$ cat config.mk
export PLATFORM = sky130hd
export DESIGN_NAME = lpbi_pipe_ctrl
export DESIGN_NICKNAME = d
export VERILOG_FILES = /design/src/sv/lpbi_pkg.sv /design/src/sv/lpbi_pipe_ctrl.sv
export SDC_FILE = /design/constraint.sdc
export NUM_CORES = 1
export LEC_CHECK = 0
export BUFFER_PORTS_ARGS = -buffer_cell sky130_fd_sc_hd__buf_2
export CAP_MARGIN = 20
export CORE_MARGIN = 3
export CORE_UTILIZATION = 35
export CTS_CLUSTER_SIZE = 14
export DETAILED_ROUTE_END_ITERATION = 8
export PLACE_DENSITY = 0.69
export RECOVER_POWER = 100
export REMOVE_ABC_BUFFERS = 1
export SLEW_MARGIN = 25
export SYNTH_ARGS = -nofsm -noshare
export SYNTH_HDL_FRONTEND = slang
export SYNTH_SLANG_ARGS = --single-unit
$ cat constraint.sdc
create_clock -name clk_i -period 3 [get_ports clk_i]
set_input_delay 0.45 -clock clk_i [delete_from_list [all_inputs] [get_ports clk_i]]
set_output_delay 0.45 -clock clk_i [all_outputs]
set_load 0.01 [all_outputs]
$ cat src/sv/lpbi_pkg.sv
// Package for the line polynomial boundary interpolator: widths, pipeline
// stage map, the interpolation order codes and the square-root step function.
// Depends on nothing; every other file of the block imports it.
`default_nettype none

package lpbi_pkg;

  // Component and packed-field widths.
  localparam int CW   = 21;
  localparam int PW   = 3 * CW;
  localparam int DW   = CW + 1;        // component difference
  localparam int SQW  = 2 * CW + 1;    // square of a difference
  localparam int SUMW = SQW + 1;       // sum of three squares

  // Digit-by-digit square root.
  localparam int SQX      = 48;        // radicand, zero extended
  localparam int SQ_RT    = SQX / 2;
  localparam int SQ_RM    = SQ_RT + 2;
  localparam int SQ_STEPS = 4;         // root bits per stage
  localparam int SQ_STG   = SQ_RT / SQ_STEPS;
  localparam int RTW      = CW + 1;    // distance width

  // Polynomial terms.
  localparam int RW    = RTW + 1;      // r = d1 + d2
  localparam int RMSW  = RW + 1;       // r - s
  localparam int SMDW  = RTW + 1;      // s - d1
  localparam int P1W   = DW + RW;      // u * r
  localparam int LINW  = DW + RTW;     // u * s
  localparam int DDW   = 2 * RTW;      // d1 * d2
  localparam int SPL   = 23;           // split point of the wide products
  localparam int NUMW  = 70;
  localparam int NSPL  = 24;           // split point of num * s
  localparam int DENW  = DDW + RW + 1;
  localparam int NW    = 96;
  localparam int QW    = 23;           // quotient bits kept before saturation
  localparam int DIV_STEPS = QW;

  // Pipeline stage map.
  localparam int ST_IN   = 0;
  localparam int ST_SQR  = 1;
  localparam int ST_SUM  = 2;
  localparam int ST_SQ0  = 3;
  localparam int ST_A    = ST_SQ0 + SQ_STG;
  localparam int ST_B    = ST_A + 1;
  localparam int ST_C    = ST_B + 1;
  localparam int ST_D    = ST_C + 1;
  localparam int ST_E    = ST_D + 1;
  localparam int ST_F    = ST_E + 1;
  localparam int ST_G    = ST_F + 1;
  localparam int ST_H    = ST_G + 1;
  localparam int ST_I    = ST_H + 1;
  localparam int ST_DIV0 = ST_I + 1;
  localparam int ST_OUT  = ST_DIV0 + DIV_STEPS;
  localparam int N_STG   = ST_OUT + 1;

  localparam logic signed [CW-1:0] CMAX = {1'b0, {(CW-1){1'b1}}};
  localparam logic signed [CW-1:0] CMIN = {1'b1, {(CW-1){1'b0}}};

  typedef enum logic [1:0] {
    ORD_COPY   = 2'd0,
    ORD_LINEAR = 2'd1,
    ORD_QUAD   = 2'd2,
    ORD_QUAD3  = 2'd3
  } order_e;

  typedef struct packed {
    logic [SQX-1:0]   x;
    logic [SQ_RM-1:0] rem;
    logic [SQ_RT-1:0] root;
  } sq_t;

  function automatic logic signed [CW-1:0] comp_of(input logic [PW-1:0] f,
                                                    input int unsigned k);
    return $signed(f[k*CW +: CW]);
  endfunction

  // Several restoring square-root steps: two radicand bits per root bit.
  function automatic sq_t sqrt_steps(input sq_t s_in);
    sq_t s;
    logic [SQ_RM+1:0] rem2;
    logic [SQ_RM+1:0] trial;
    s = s_in;
    for (int i = 0; i < SQ_STEPS; i++) begin
      rem2  = {s.rem, s.x[SQX-1 -: 2]};
      trial = (SQ_RM+2)'({s.root, 2'b01});
      if (rem2 >= trial) begin
        s.rem  = SQ_RM'(rem2 - trial);
        s.root = {s.root[SQ_RT-2:0], 1'b1};
      end else begin
        s.rem  = SQ_RM'(rem2);
        s.root = {s.root[SQ_RT-2:0], 1'b0};
      end
      s.x = {s.x[SQX-3:0], 2'b00};
    end
    return s;
  endfunction

endpackage

`default_nettype wire

$ cat src/sv/lpbi_pipe_ctrl.sv
// Valid bits and per-stage load enables of the interpolator pipeline.
// A stage loads when it is empty or the stage after it moves; uses lpbi_pkg.
`default_nettype none

module lpbi_pipe_ctrl import lpbi_pkg::*; (
  input  wire logic             clk_i,
  input  wire logic             rst_ni,
  input  wire logic             in_valid_i,
  input  wire logic             out_ready_i,
  output logic                  in_ready_o,
  output logic [N_STG-1:0]      ld_o,
  output logic [N_STG-1:0]      vld_o
);

  logic [N_STG-1:0] vld_q, vld_d, rdy;

  // Bubbles collapse: an empty stage takes a beat even when the output stalls.
  always_comb begin
    rdy[N_STG-1] = !vld_q[N_STG-1] || out_ready_i;
    for (int k = N_STG - 2; k >= 0; k--) begin
      rdy[k] = !vld_q[k] || rdy[k+1];
    end
  end

  always_comb begin
    vld_d[0] = rdy[0] ? in_valid_i : vld_q[0];
    for (int k = 1; k < N_STG; k++) begin
      vld_d[k] = rdy[k] ? vld_q[k-1] : vld_q[k];
    end
  end

  always_ff @(posedge clk_i or negedge rst_ni) begin
    if (!rst_ni) begin
      vld_q <= '0;
    end else begin
      vld_q <= vld_d;
    end
  end

  assign in_ready_o = rdy[0];
  assign ld_o       = rdy;
  assign vld_o      = vld_q;

endmodule

`default_nettype wire

# Word-level counts from Yosys, hierarchy flattened

Cells that the tools add are included.

Register bits: 42
Bits in latches: 0
RAM bits: 0
Bits in read-only memories: 0
Input port bits: 4
Output and inout port bits: 85
Word-level logic and storage cells: 126
Memories kept: 0

$add $sub $neg: 0
$mul: 0
Div/mod/pow operators: 0
Magnitude comparators: 0
Eq/ne operators: 0
Shift operators: 0
Muxes and demuxes: 0
Bitwise gates (word level): 0
Reductions and logical operators: 84

Operator list:

| cell              | count |
|---|---|
| 1-bit logical NOT | 42 |
| 1-bit logical OR  | 42 |

# Longest topological paths before layout

Gate-level depths: netlist of run 1.

Depth after elaboration: 43
Depth in mapped cells: 7

# Worst setup path after synthesis of run 1

Ideal clock, no wire load.

Kind: input port to output port
Start: in out_ready_i
End: out ld_o[0]
Arrival: 1.834 ns
Required time: 2.550 ns
Setup slack: 0.716 ns
Cell stages on the path: 6
Path buffers: 2
Cells stage by stage: and3b_1 buf_6 nand3_1 nor4b_4 nand3_1 buf_4

Word-level cells in the longest chain between the ends: 42

RTL lines:

| what                            | RTL line             | RTL |
|---|---|---|
| from (decl)                     | lpbi_pipe_ctrl.sv:9  | `input wire logic out_ready_i,` |
| 1-bit logical OR                | lpbi_pipe_ctrl.sv:19 | `rdy[N_STG-1] = !vld_q[N_STG-1] \|\| out_ready_i;` |
| 1-bit logical OR (3 in series)  | lpbi_pipe_ctrl.sv:21 | `rdy[k] = !vld_q[k] \|\| rdy[k+1];` |
| named net ld_o[38]              | lpbi_pipe_ctrl.sv:11 | `output logic [N_STG-1:0] ld_o,` |
| 1-bit logical OR (38 in series) | lpbi_pipe_ctrl.sv:21 |  |
| to (decl)                       | lpbi_pipe_ctrl.sv:11 |  |

The timed path passes the listed nets, and every way through them passes these cells.

# Worst setup path after layout of run 1

Start: reg vld_q[40], in the netlist vld_o[40]
End: out ld_o[18]

Word-level cells in the longest chain between the ends: 24

RTL lines:

| what                            | RTL line             | RTL |
|---|---|---|
| from (decl)                     | lpbi_pipe_ctrl.sv:15 | `logic [N_STG-1:0] vld_q, vld_d, rdy;` |
| from (signal assigned)          | lpbi_pipe_ctrl.sv:36 | `vld_q <= vld_d;` |
| 1-bit logical NOT               | lpbi_pipe_ctrl.sv:21 |  |
| 1-bit logical OR (23 in series) | lpbi_pipe_ctrl.sv:21 |  |

Every way passes these cells.

==> results.py, run 1 <==
metrics = {
    "synth": {
        "synth.distinct_cells": 30,
        "netlist_area_um2": 1930,
        "synth_top_area_share_pct": 54.4,
        "synth_area_leaders": "dfrtp_1 (54%), a31o_2 (5.0%), nand3_1 (4.9%)",
        "synth_cells": 181,
        "ys_ff_latch": 42,
        "synth_area_leader_cell": "dfrtp_1",
        "avgSynthCellArea_um2": 10.7,
        "synth-seq-area-share_pct": 54.4,
        "yosys_warnings": 0,
    },
    "floorplan": {
        "ios": 89,
        "core_um2": 5240,
        "chipWidth_um": 80.3,
        "start_util_pct": 36.9,
        "chipHeight_um": 80.3,
        "rows": 26,
        "fp.dieArea_um2": 6450,
    },
    "clock_tree": {
        "cts_resized": 0,
        "hold_buffers": 0,
        "cts_tree": "built",
        "cts_root_buf": "clkbuf_8",
        "clock_path_buffers": 2,
        "clk_pin_slew_ns": 0.07,
        "htree_levels": 2,
        "post_cts_buffers": 0,
        "cts_sinks": 42,
        "clock_latency_ns": 0.28,
        "numCtsBuffers": 5,
    },
    "setup_path": {
        "worstPathRequired_ns": 2.55,
        "cp.arrival_ns": 2.18,
        "crit_buf_inv": 3,
        "startpoint_type": "flop",
        "cp_cell_sequence": "and3b_1 > inv_4 > nor4_4 > and2_0 > inv_1 > or2_1 > clkbuf_1",
        "crit_path_max_incr_delay_ns": 0.37,
        "cp-end-kind": "output port",
        "cp_max_fo": 6,
        "cp_top_family": "simple AND/OR/NAND/NOR gates",
        "cp.depth": 7,
        "critPathSlowestCell": "dfrtp_1",
        "r2r_cells": 6,
        "crit_type": "reg -> out",
    },
    "placement": {
        "place_area_um2": 2450,
        "finalWeightedCongestion": 0.797,
        "dp.cells": 336,
        "numPortBuffers": 88,
        "dpl.hpwl_mm": 3.56,
    },
    "layout": {
        "areaGrowthSynthToFinish_pct": 24.0,
        "filler_cell_count": 558,
        "final_cells": 343,
        "fin_nets": 277,
        "largest_reg_flops": 42,
        "finish.utilization_pct": 45.7,
        "design_area_um2": 2390,
        "diodes": 0,
        "final_layout_size_suffix_gt1_share_pct": 11.7,
    },
    "sta": {
        "timing.hold.ws_ns": 0.352,
        "max_freq_ghz": 0.381,
        "finalCriticalPeriod_ns": 2.63,
        "relSlewSlack_pct": -46.8,
        "rsz0062_at_grt": "no",
        "hold_viol": 0,
        "final_max_slew_viol_count": 43,
        "period_share_pct": 87.6,
        "finalClockSkew_ns": 0.00418,
        "setup_viol": 0,
        "fin_tns_setup_ns": 0,
        "worst_pin_slew_ns": 2.20,
    },
    "power": {
        "p_per_area_nw_per_um2": 462,
        "p_leak_nw": 0.973,
        "ir_drop_mv": 0.270,
    },
    "routing": {
        "drt_iter0_markers": 120,
        "routed_wl_mm": 4.78,
        "num_vias": 1734,
        "postRouteAntennaNets": 0,
        "drc": 0,
        "vias_per_cell": 5.06,
        "routedWlPerCell_um": 13.9,
        "first_pass_iters": 4,
    },
    "global_routing": {
        "first_global_vias": 1590,
        "grt_max_degree": 43,
        "grt_use_total_pct": 15.7,
        "antenna_found_initial": 0,
        "grt_pass1_wl_mm": 7.87,
        "grt_remaining_overflow": 0,
    },
    "min_path": {
        "hold_class": "in -> reg",
        "hold_depth": 2,
    },
    "outcome": {
        "violations": "capacitance limit, slew limit",
        "outcome": "finished with violations",
    },
    "run": {
        "maxCapViolCount": 1,
    },
}
## worst register-to-register path: stages (launching register included)
cell and delay, ns:
dfrtp_1 0.37, and3b_1 0.34, inv_4 0.08, nor4_1 0.32, buf_4 0.31, nand4_1 0.22, o21ai_0 0.19
## worst paths after layout
path | slack (ns) | startpoint | to
max reg2reg | 1.10 | vld_o[40]$_DFFE_PN0P_ | vld_o[11]$_DFFE_PN0P_
max | 0.37 | vld_o[40]$_DFFE_PN0P_ | ld_o[18]
min in group asynchronous | 0.80 | rst_ni | vld_o[14]$_DFFE_PN0P_
max in group asynchronous | 0.93 | rst_ni | vld_o[36]$_DFFE_PN0P_
min | 0.35 | in_valid_i | vld_o[0]$_DFFE_PN0P_
min reg2reg | 0.48 | vld_o[3]$_DFFE_PN0P_ | vld_o[4]$_DFFE_PN0P_
## layout by cell type (no fill, tap or decap)
| master | count |
|---|---|
| a21o_1 | 7 |
| a31o_2 | 11 |
| a41o_1 | 4 |
| and2_0 | 2 |
| and2_1 | 1 |
| and3_1 | 7 |
| and3b_1 | 1 |
| buf_2 | 2 |
| buf_4 | 4 |
| clkbuf_1 | 88 |
| clkbuf_8 | 5 |
| dfrtp_1 | 42 |
| inv_1 | 8 |
| inv_4 | 1 |
| nand2_1 | 17 |
| nand2b_1 | 13 |
| nand3_1 | 19 |
| nand3_2 | 1 |
| nand4_1 | 13 |
| nor2_1 | 8 |
| nor3_1 | 3 |
| nor3_4 | 1 |
| nor4_1 | 4 |
| nor4_4 | 1 |
| nor4b_4 | 1 |
| o21ai_0 | 1 |
| o21bai_1 | 2 |
| or2_1 | 1 |
| or2_2 | 5 |
## cell type report
class / count / area (um^2) / share of cell area [%]
flip-flops and latches: 42 / 1050 / 43.9
multi-input cells: 123 / 781 / 32.6
repair buffers: 92 / 363 / 15.2
well taps: 70 / 87.6 / 3.66
clock buffers: 7 / 76.3 / 3.19
inverters: 9 / 36.3 / 1.52
## routing by layer
layer  vias up  GRT usage [%]  wire (um)
li1        832              -          -
met1       835           22.6       2230
met2        62           23.3       2170
met3         5           3.25        319
met4         0           5.57         68
met5         -              0          0
## report_power, final
group          switching (W)  leakage (nW)  internal (W)  total, W
Combinational      0.0000852         0.451     0.0000484  0.000134
Sequential         0.0000395         0.484      0.000600  0.000640
Clock               0.000173        0.0383      0.000160  0.000333
## cells in the mapped netlist
library cell	n
and2_4	1
nand4_1	13
nand3_2	1
and2_1	1
o21ai_0	1
buf_4	2
dfrtp_1	42
buf_2	4
nand2_1	17
inv_1	7
nor2_1	8
and3_1	7
a31o_2	11
and2_0	1
o21bai_1	2
a21o_1	7
a41o_1	4
and3b_1	1
inv_2	1
nand3_1	19
or2_2	5
nor4_4	2
nor4b_4	1
nand2b_1	13
nor3_4	1
nor3_1	3
or2_1	1
nor4_1	3
buf_6	1
inv_4	1
## logic make-up after synthesis
family,synth area share (%)
simple gates,30.5
flops,54.4
compound gates,10.8
buf+inv,4.27
## metrics by stage
stage / total power, W / setup WS, ns
after floorplan: 0.000724 / 0.128
after global placement: 0.000797 / 0.517
after detailed placement: 0.000799 / 0.481
after CTS: 0.00114 / 0.351
after global routing: 0.00117 / 0.142
final: 0.00111 / 0.373
Note: power is estimated with default switching activity, not from simulation.
==> run 2, diff against run 1 <==
Settings changed: MAX_ROUTING_LAYER from default to met4.
==> run 2 against run 1 <==
  * The flow still finishes with violations (capacitance limit, slew limit)
  * Power increased by 0.16%
  * Sequential cell count unchanged
  * Sequential power about the same
  * Maximum frequency about the same
  * Cell count unchanged
  * Critical path depth unchanged
  * Critical endpoint unchanged
  * Clock power about the same
  * Count of clock-buffer cells in the layout unchanged
  * Non-clock buffer count unchanged
  * Design area unchanged
  * Clock skew decreased by 0.00059 ns
  * First-iteration DRC count increased by 4.2%
==> results.py, run 2 (synthesis results as in run 1) <==
metrics = {
    "placement": {
        "finalWeightedCongestion": 0.808,
        "dpl.hpwl_mm": 3.56,
        "numPortBuffers": 88,
        "place_ws_ns": 0.481,
        "place_area_um2": 2450,
    },
    "clock_tree": {
        "clock_path_buffers": 2,
        "post_cts_buffers": 0,
        "hold_buffers": 0,
        "cts_sinks": 42,
        "cts_root_buf": "clkbuf_8",
        "cts_tree": "built",
        "cts_resized": 0,
        "numCtsBuffers": 5,
        "clk_pin_slew_ns": 0.07,
        "clock_latency_ns": 0.29,
        "htree_levels": 2,
    },
    "layout": {
        "layout_commonest_cell": "clkbuf_1",
        "largest_reg_flops": 42,
        "final_layout_size_suffix_gt1_share_pct": 11.7,
        "layout_common_cells": "clkbuf_1 (88), dfrtp_1 (42), nand3_1 (19)",
        "fin_nets": 277,
        "diodes": 0,
        "design_area_um2": 2390,
        "areaGrowthSynthToFinish_pct": 24.0,
    },
    "floorplan": {
        "core_um2": 5240,
        "ios": 89,
        "fp.dieArea_um2": 6450,
        "rows": 26,
        "chipWidth_um": 80.3,
        "start_util_pct": 36.9,
        "chipHeight_um": 80.3,
    },
    "power": {
        "clockPowerShare_pct": 30.3,
        "power_frac_seq_pct": 57.7,
        "p_leak_nw": 0.973,
        "p_per_area_nw_per_um2": 463,
        "ir_drop_mv": 0.270,
        "p_int_w": 0.000809,
        "p_sw_w": 0.000299,
        "comb_power_share_pct": 12.0,
        "p_sw_share_pct": 27.0,
    },
    "routing": {
        "first_pass_iters": 5,
        "drc": 0,
        "routedWlPerCell_um": 14.0,
        "routed_wl_mm": 4.80,
        "postRouteAntennaNets": 0,
        "drt_iter0_markers": 125,
        "num_vias": 1741,
        "vias_per_cell": 5.08,
    },
    "setup_path": {
        "r2r_cells": 6,
        "r2r_end": "vld_o[11]$_DFFE_PN0P_",
        "worstPathRequired_ns": 2.55,
        "rrSetupSlack_ns": 1.10,
        "crit_type": "reg -> out",
        "cp-end-kind": "output port",
        "startpoint_type": "flop",
        "r2r-start": "vld_o[40]$_DFFE_PN0P_",
        "cp.arrival_ns": 2.17,
        "cp_max_fo": 6,
    },
    "sta": {
        "setup_ws_ns": 0.375,
        "setup_viol": 0,
        "worst_pin_slew_ns": 2.21,
        "timing.hold.ws_ns": 0.351,
        "fin_tns_setup_ns": 0,
        "rsz0062_at_grt": "no",
        "max_freq_ghz": 0.381,
        "period_share_pct": 87.5,
        "finalCriticalPeriod_ns": 2.62,
        "final_max_slew_viol_count": 43,
        "hold_viol": 0,
        "finalClockSkew_ns": 0.00360,
        "relSlewSlack_pct": -47.3,
    },
    "min_path": {
        "min_from": "in_valid_i",
        "hold_class": "in -> reg",
        "hold_depth": 2,
        "hold_end": "vld_o[0]$_DFFE_PN0P_",
    },
    "global_routing": {
        "first_global_vias": 1583,
        "grt_remaining_overflow": 0,
        "grt_max_degree": 43,
        "grt_pass1_wl_mm": 7.89,
        "antenna_found_initial": 0,
        "grt_use_total_pct": 16.2,
    },
    "run": {
        "maxCapViolCount": 1,
    },
    "outcome": {
        "outcome": "finished with violations",
        "violations": "capacitance limit, slew limit",
    },
}
==> run 2: cell counts in the layout (fill, tap and decap cells not counted) <==
No cell type changed its count.
==> run 2: worst max path at each step <==
stage | start | endpoint | slack, ns | cells after the start
after global routing | vld_o[40]$_DFFE_PN0P_ | ld_o[25] | 0.14 | 7
after CTS | vld_o[36]$_DFFE_PN0P_ | ld_o[3] | 0.35 | 5
after global placement | out_ready_i | ld_o[28] | 0.52 | 8
after detailed placement | out_ready_i | ld_o[25] | 0.48 | 8
final | vld_o[40]$_DFFE_PN0P_ | ld_o[18] | 0.38 | 7
after floorplan | vld_o[26]$_DFFE_PN0P_ | ld_o[12] | 0.13 | 4
==> run 2: per-stage QoR <==
| stage | utilization (%) | total power (W) | instances |
|---|---|---|---|
| after detailed placement | 46.8 | 0.000799 | 336 |
| after floorplan | - | 0.000724 | 174 |
| after global placement | 46.8 | 0.000797 | 336 |
| after global routing | 45.7 | 0.00117 | 343 |
| final | 45.7 | 0.00111 | 343 |
| after CTS | 48.2 | 0.00114 | 343 |
==> run 2: area by class of cell <==
type                    instances  area, um^2
clock buffers                   7        76.3
fillers                       558        2840
inverters                       9        36.3
multi-input cells             123         781
flip-flops and latches         42        1050
well taps                      70        87.6
repair buffers                 92         363
==> run 2: power by group through the flow <==
stage          clock, W  sequential (W)  combinational [W]
2_1_floorplan         0        0.000659          0.0000651
3_3_place_gp          0        0.000648           0.000149
3_5_place_dp          0        0.000648           0.000151
4_1_cts        0.000349        0.000637           0.000151
5_1_grt        0.000371        0.000647           0.000150
6_report       0.000335        0.000639           0.000133
==> run 2: worst max-delay path, stage by stage (launching register included) <==
cell,delay [ns]
dfrtp_1,0.37
and3b_1,0.34
inv_4,0.08
nor4_4,0.32
and2_0,0.30
inv_1,0.12
or2_1,0.23
clkbuf_1,0.12
==> run 2: routing by layer <==
metal / vias to the layer above / global-route usage [%] / routed length (um)
li1: 836 / - / -
met1: 834 / 22.8 / 2270
met2: 66 / 23.3 / 2150
met3: 5 / 3.36 / 307
met4: 0 / 5.57 / 67
met5: - / - / 0
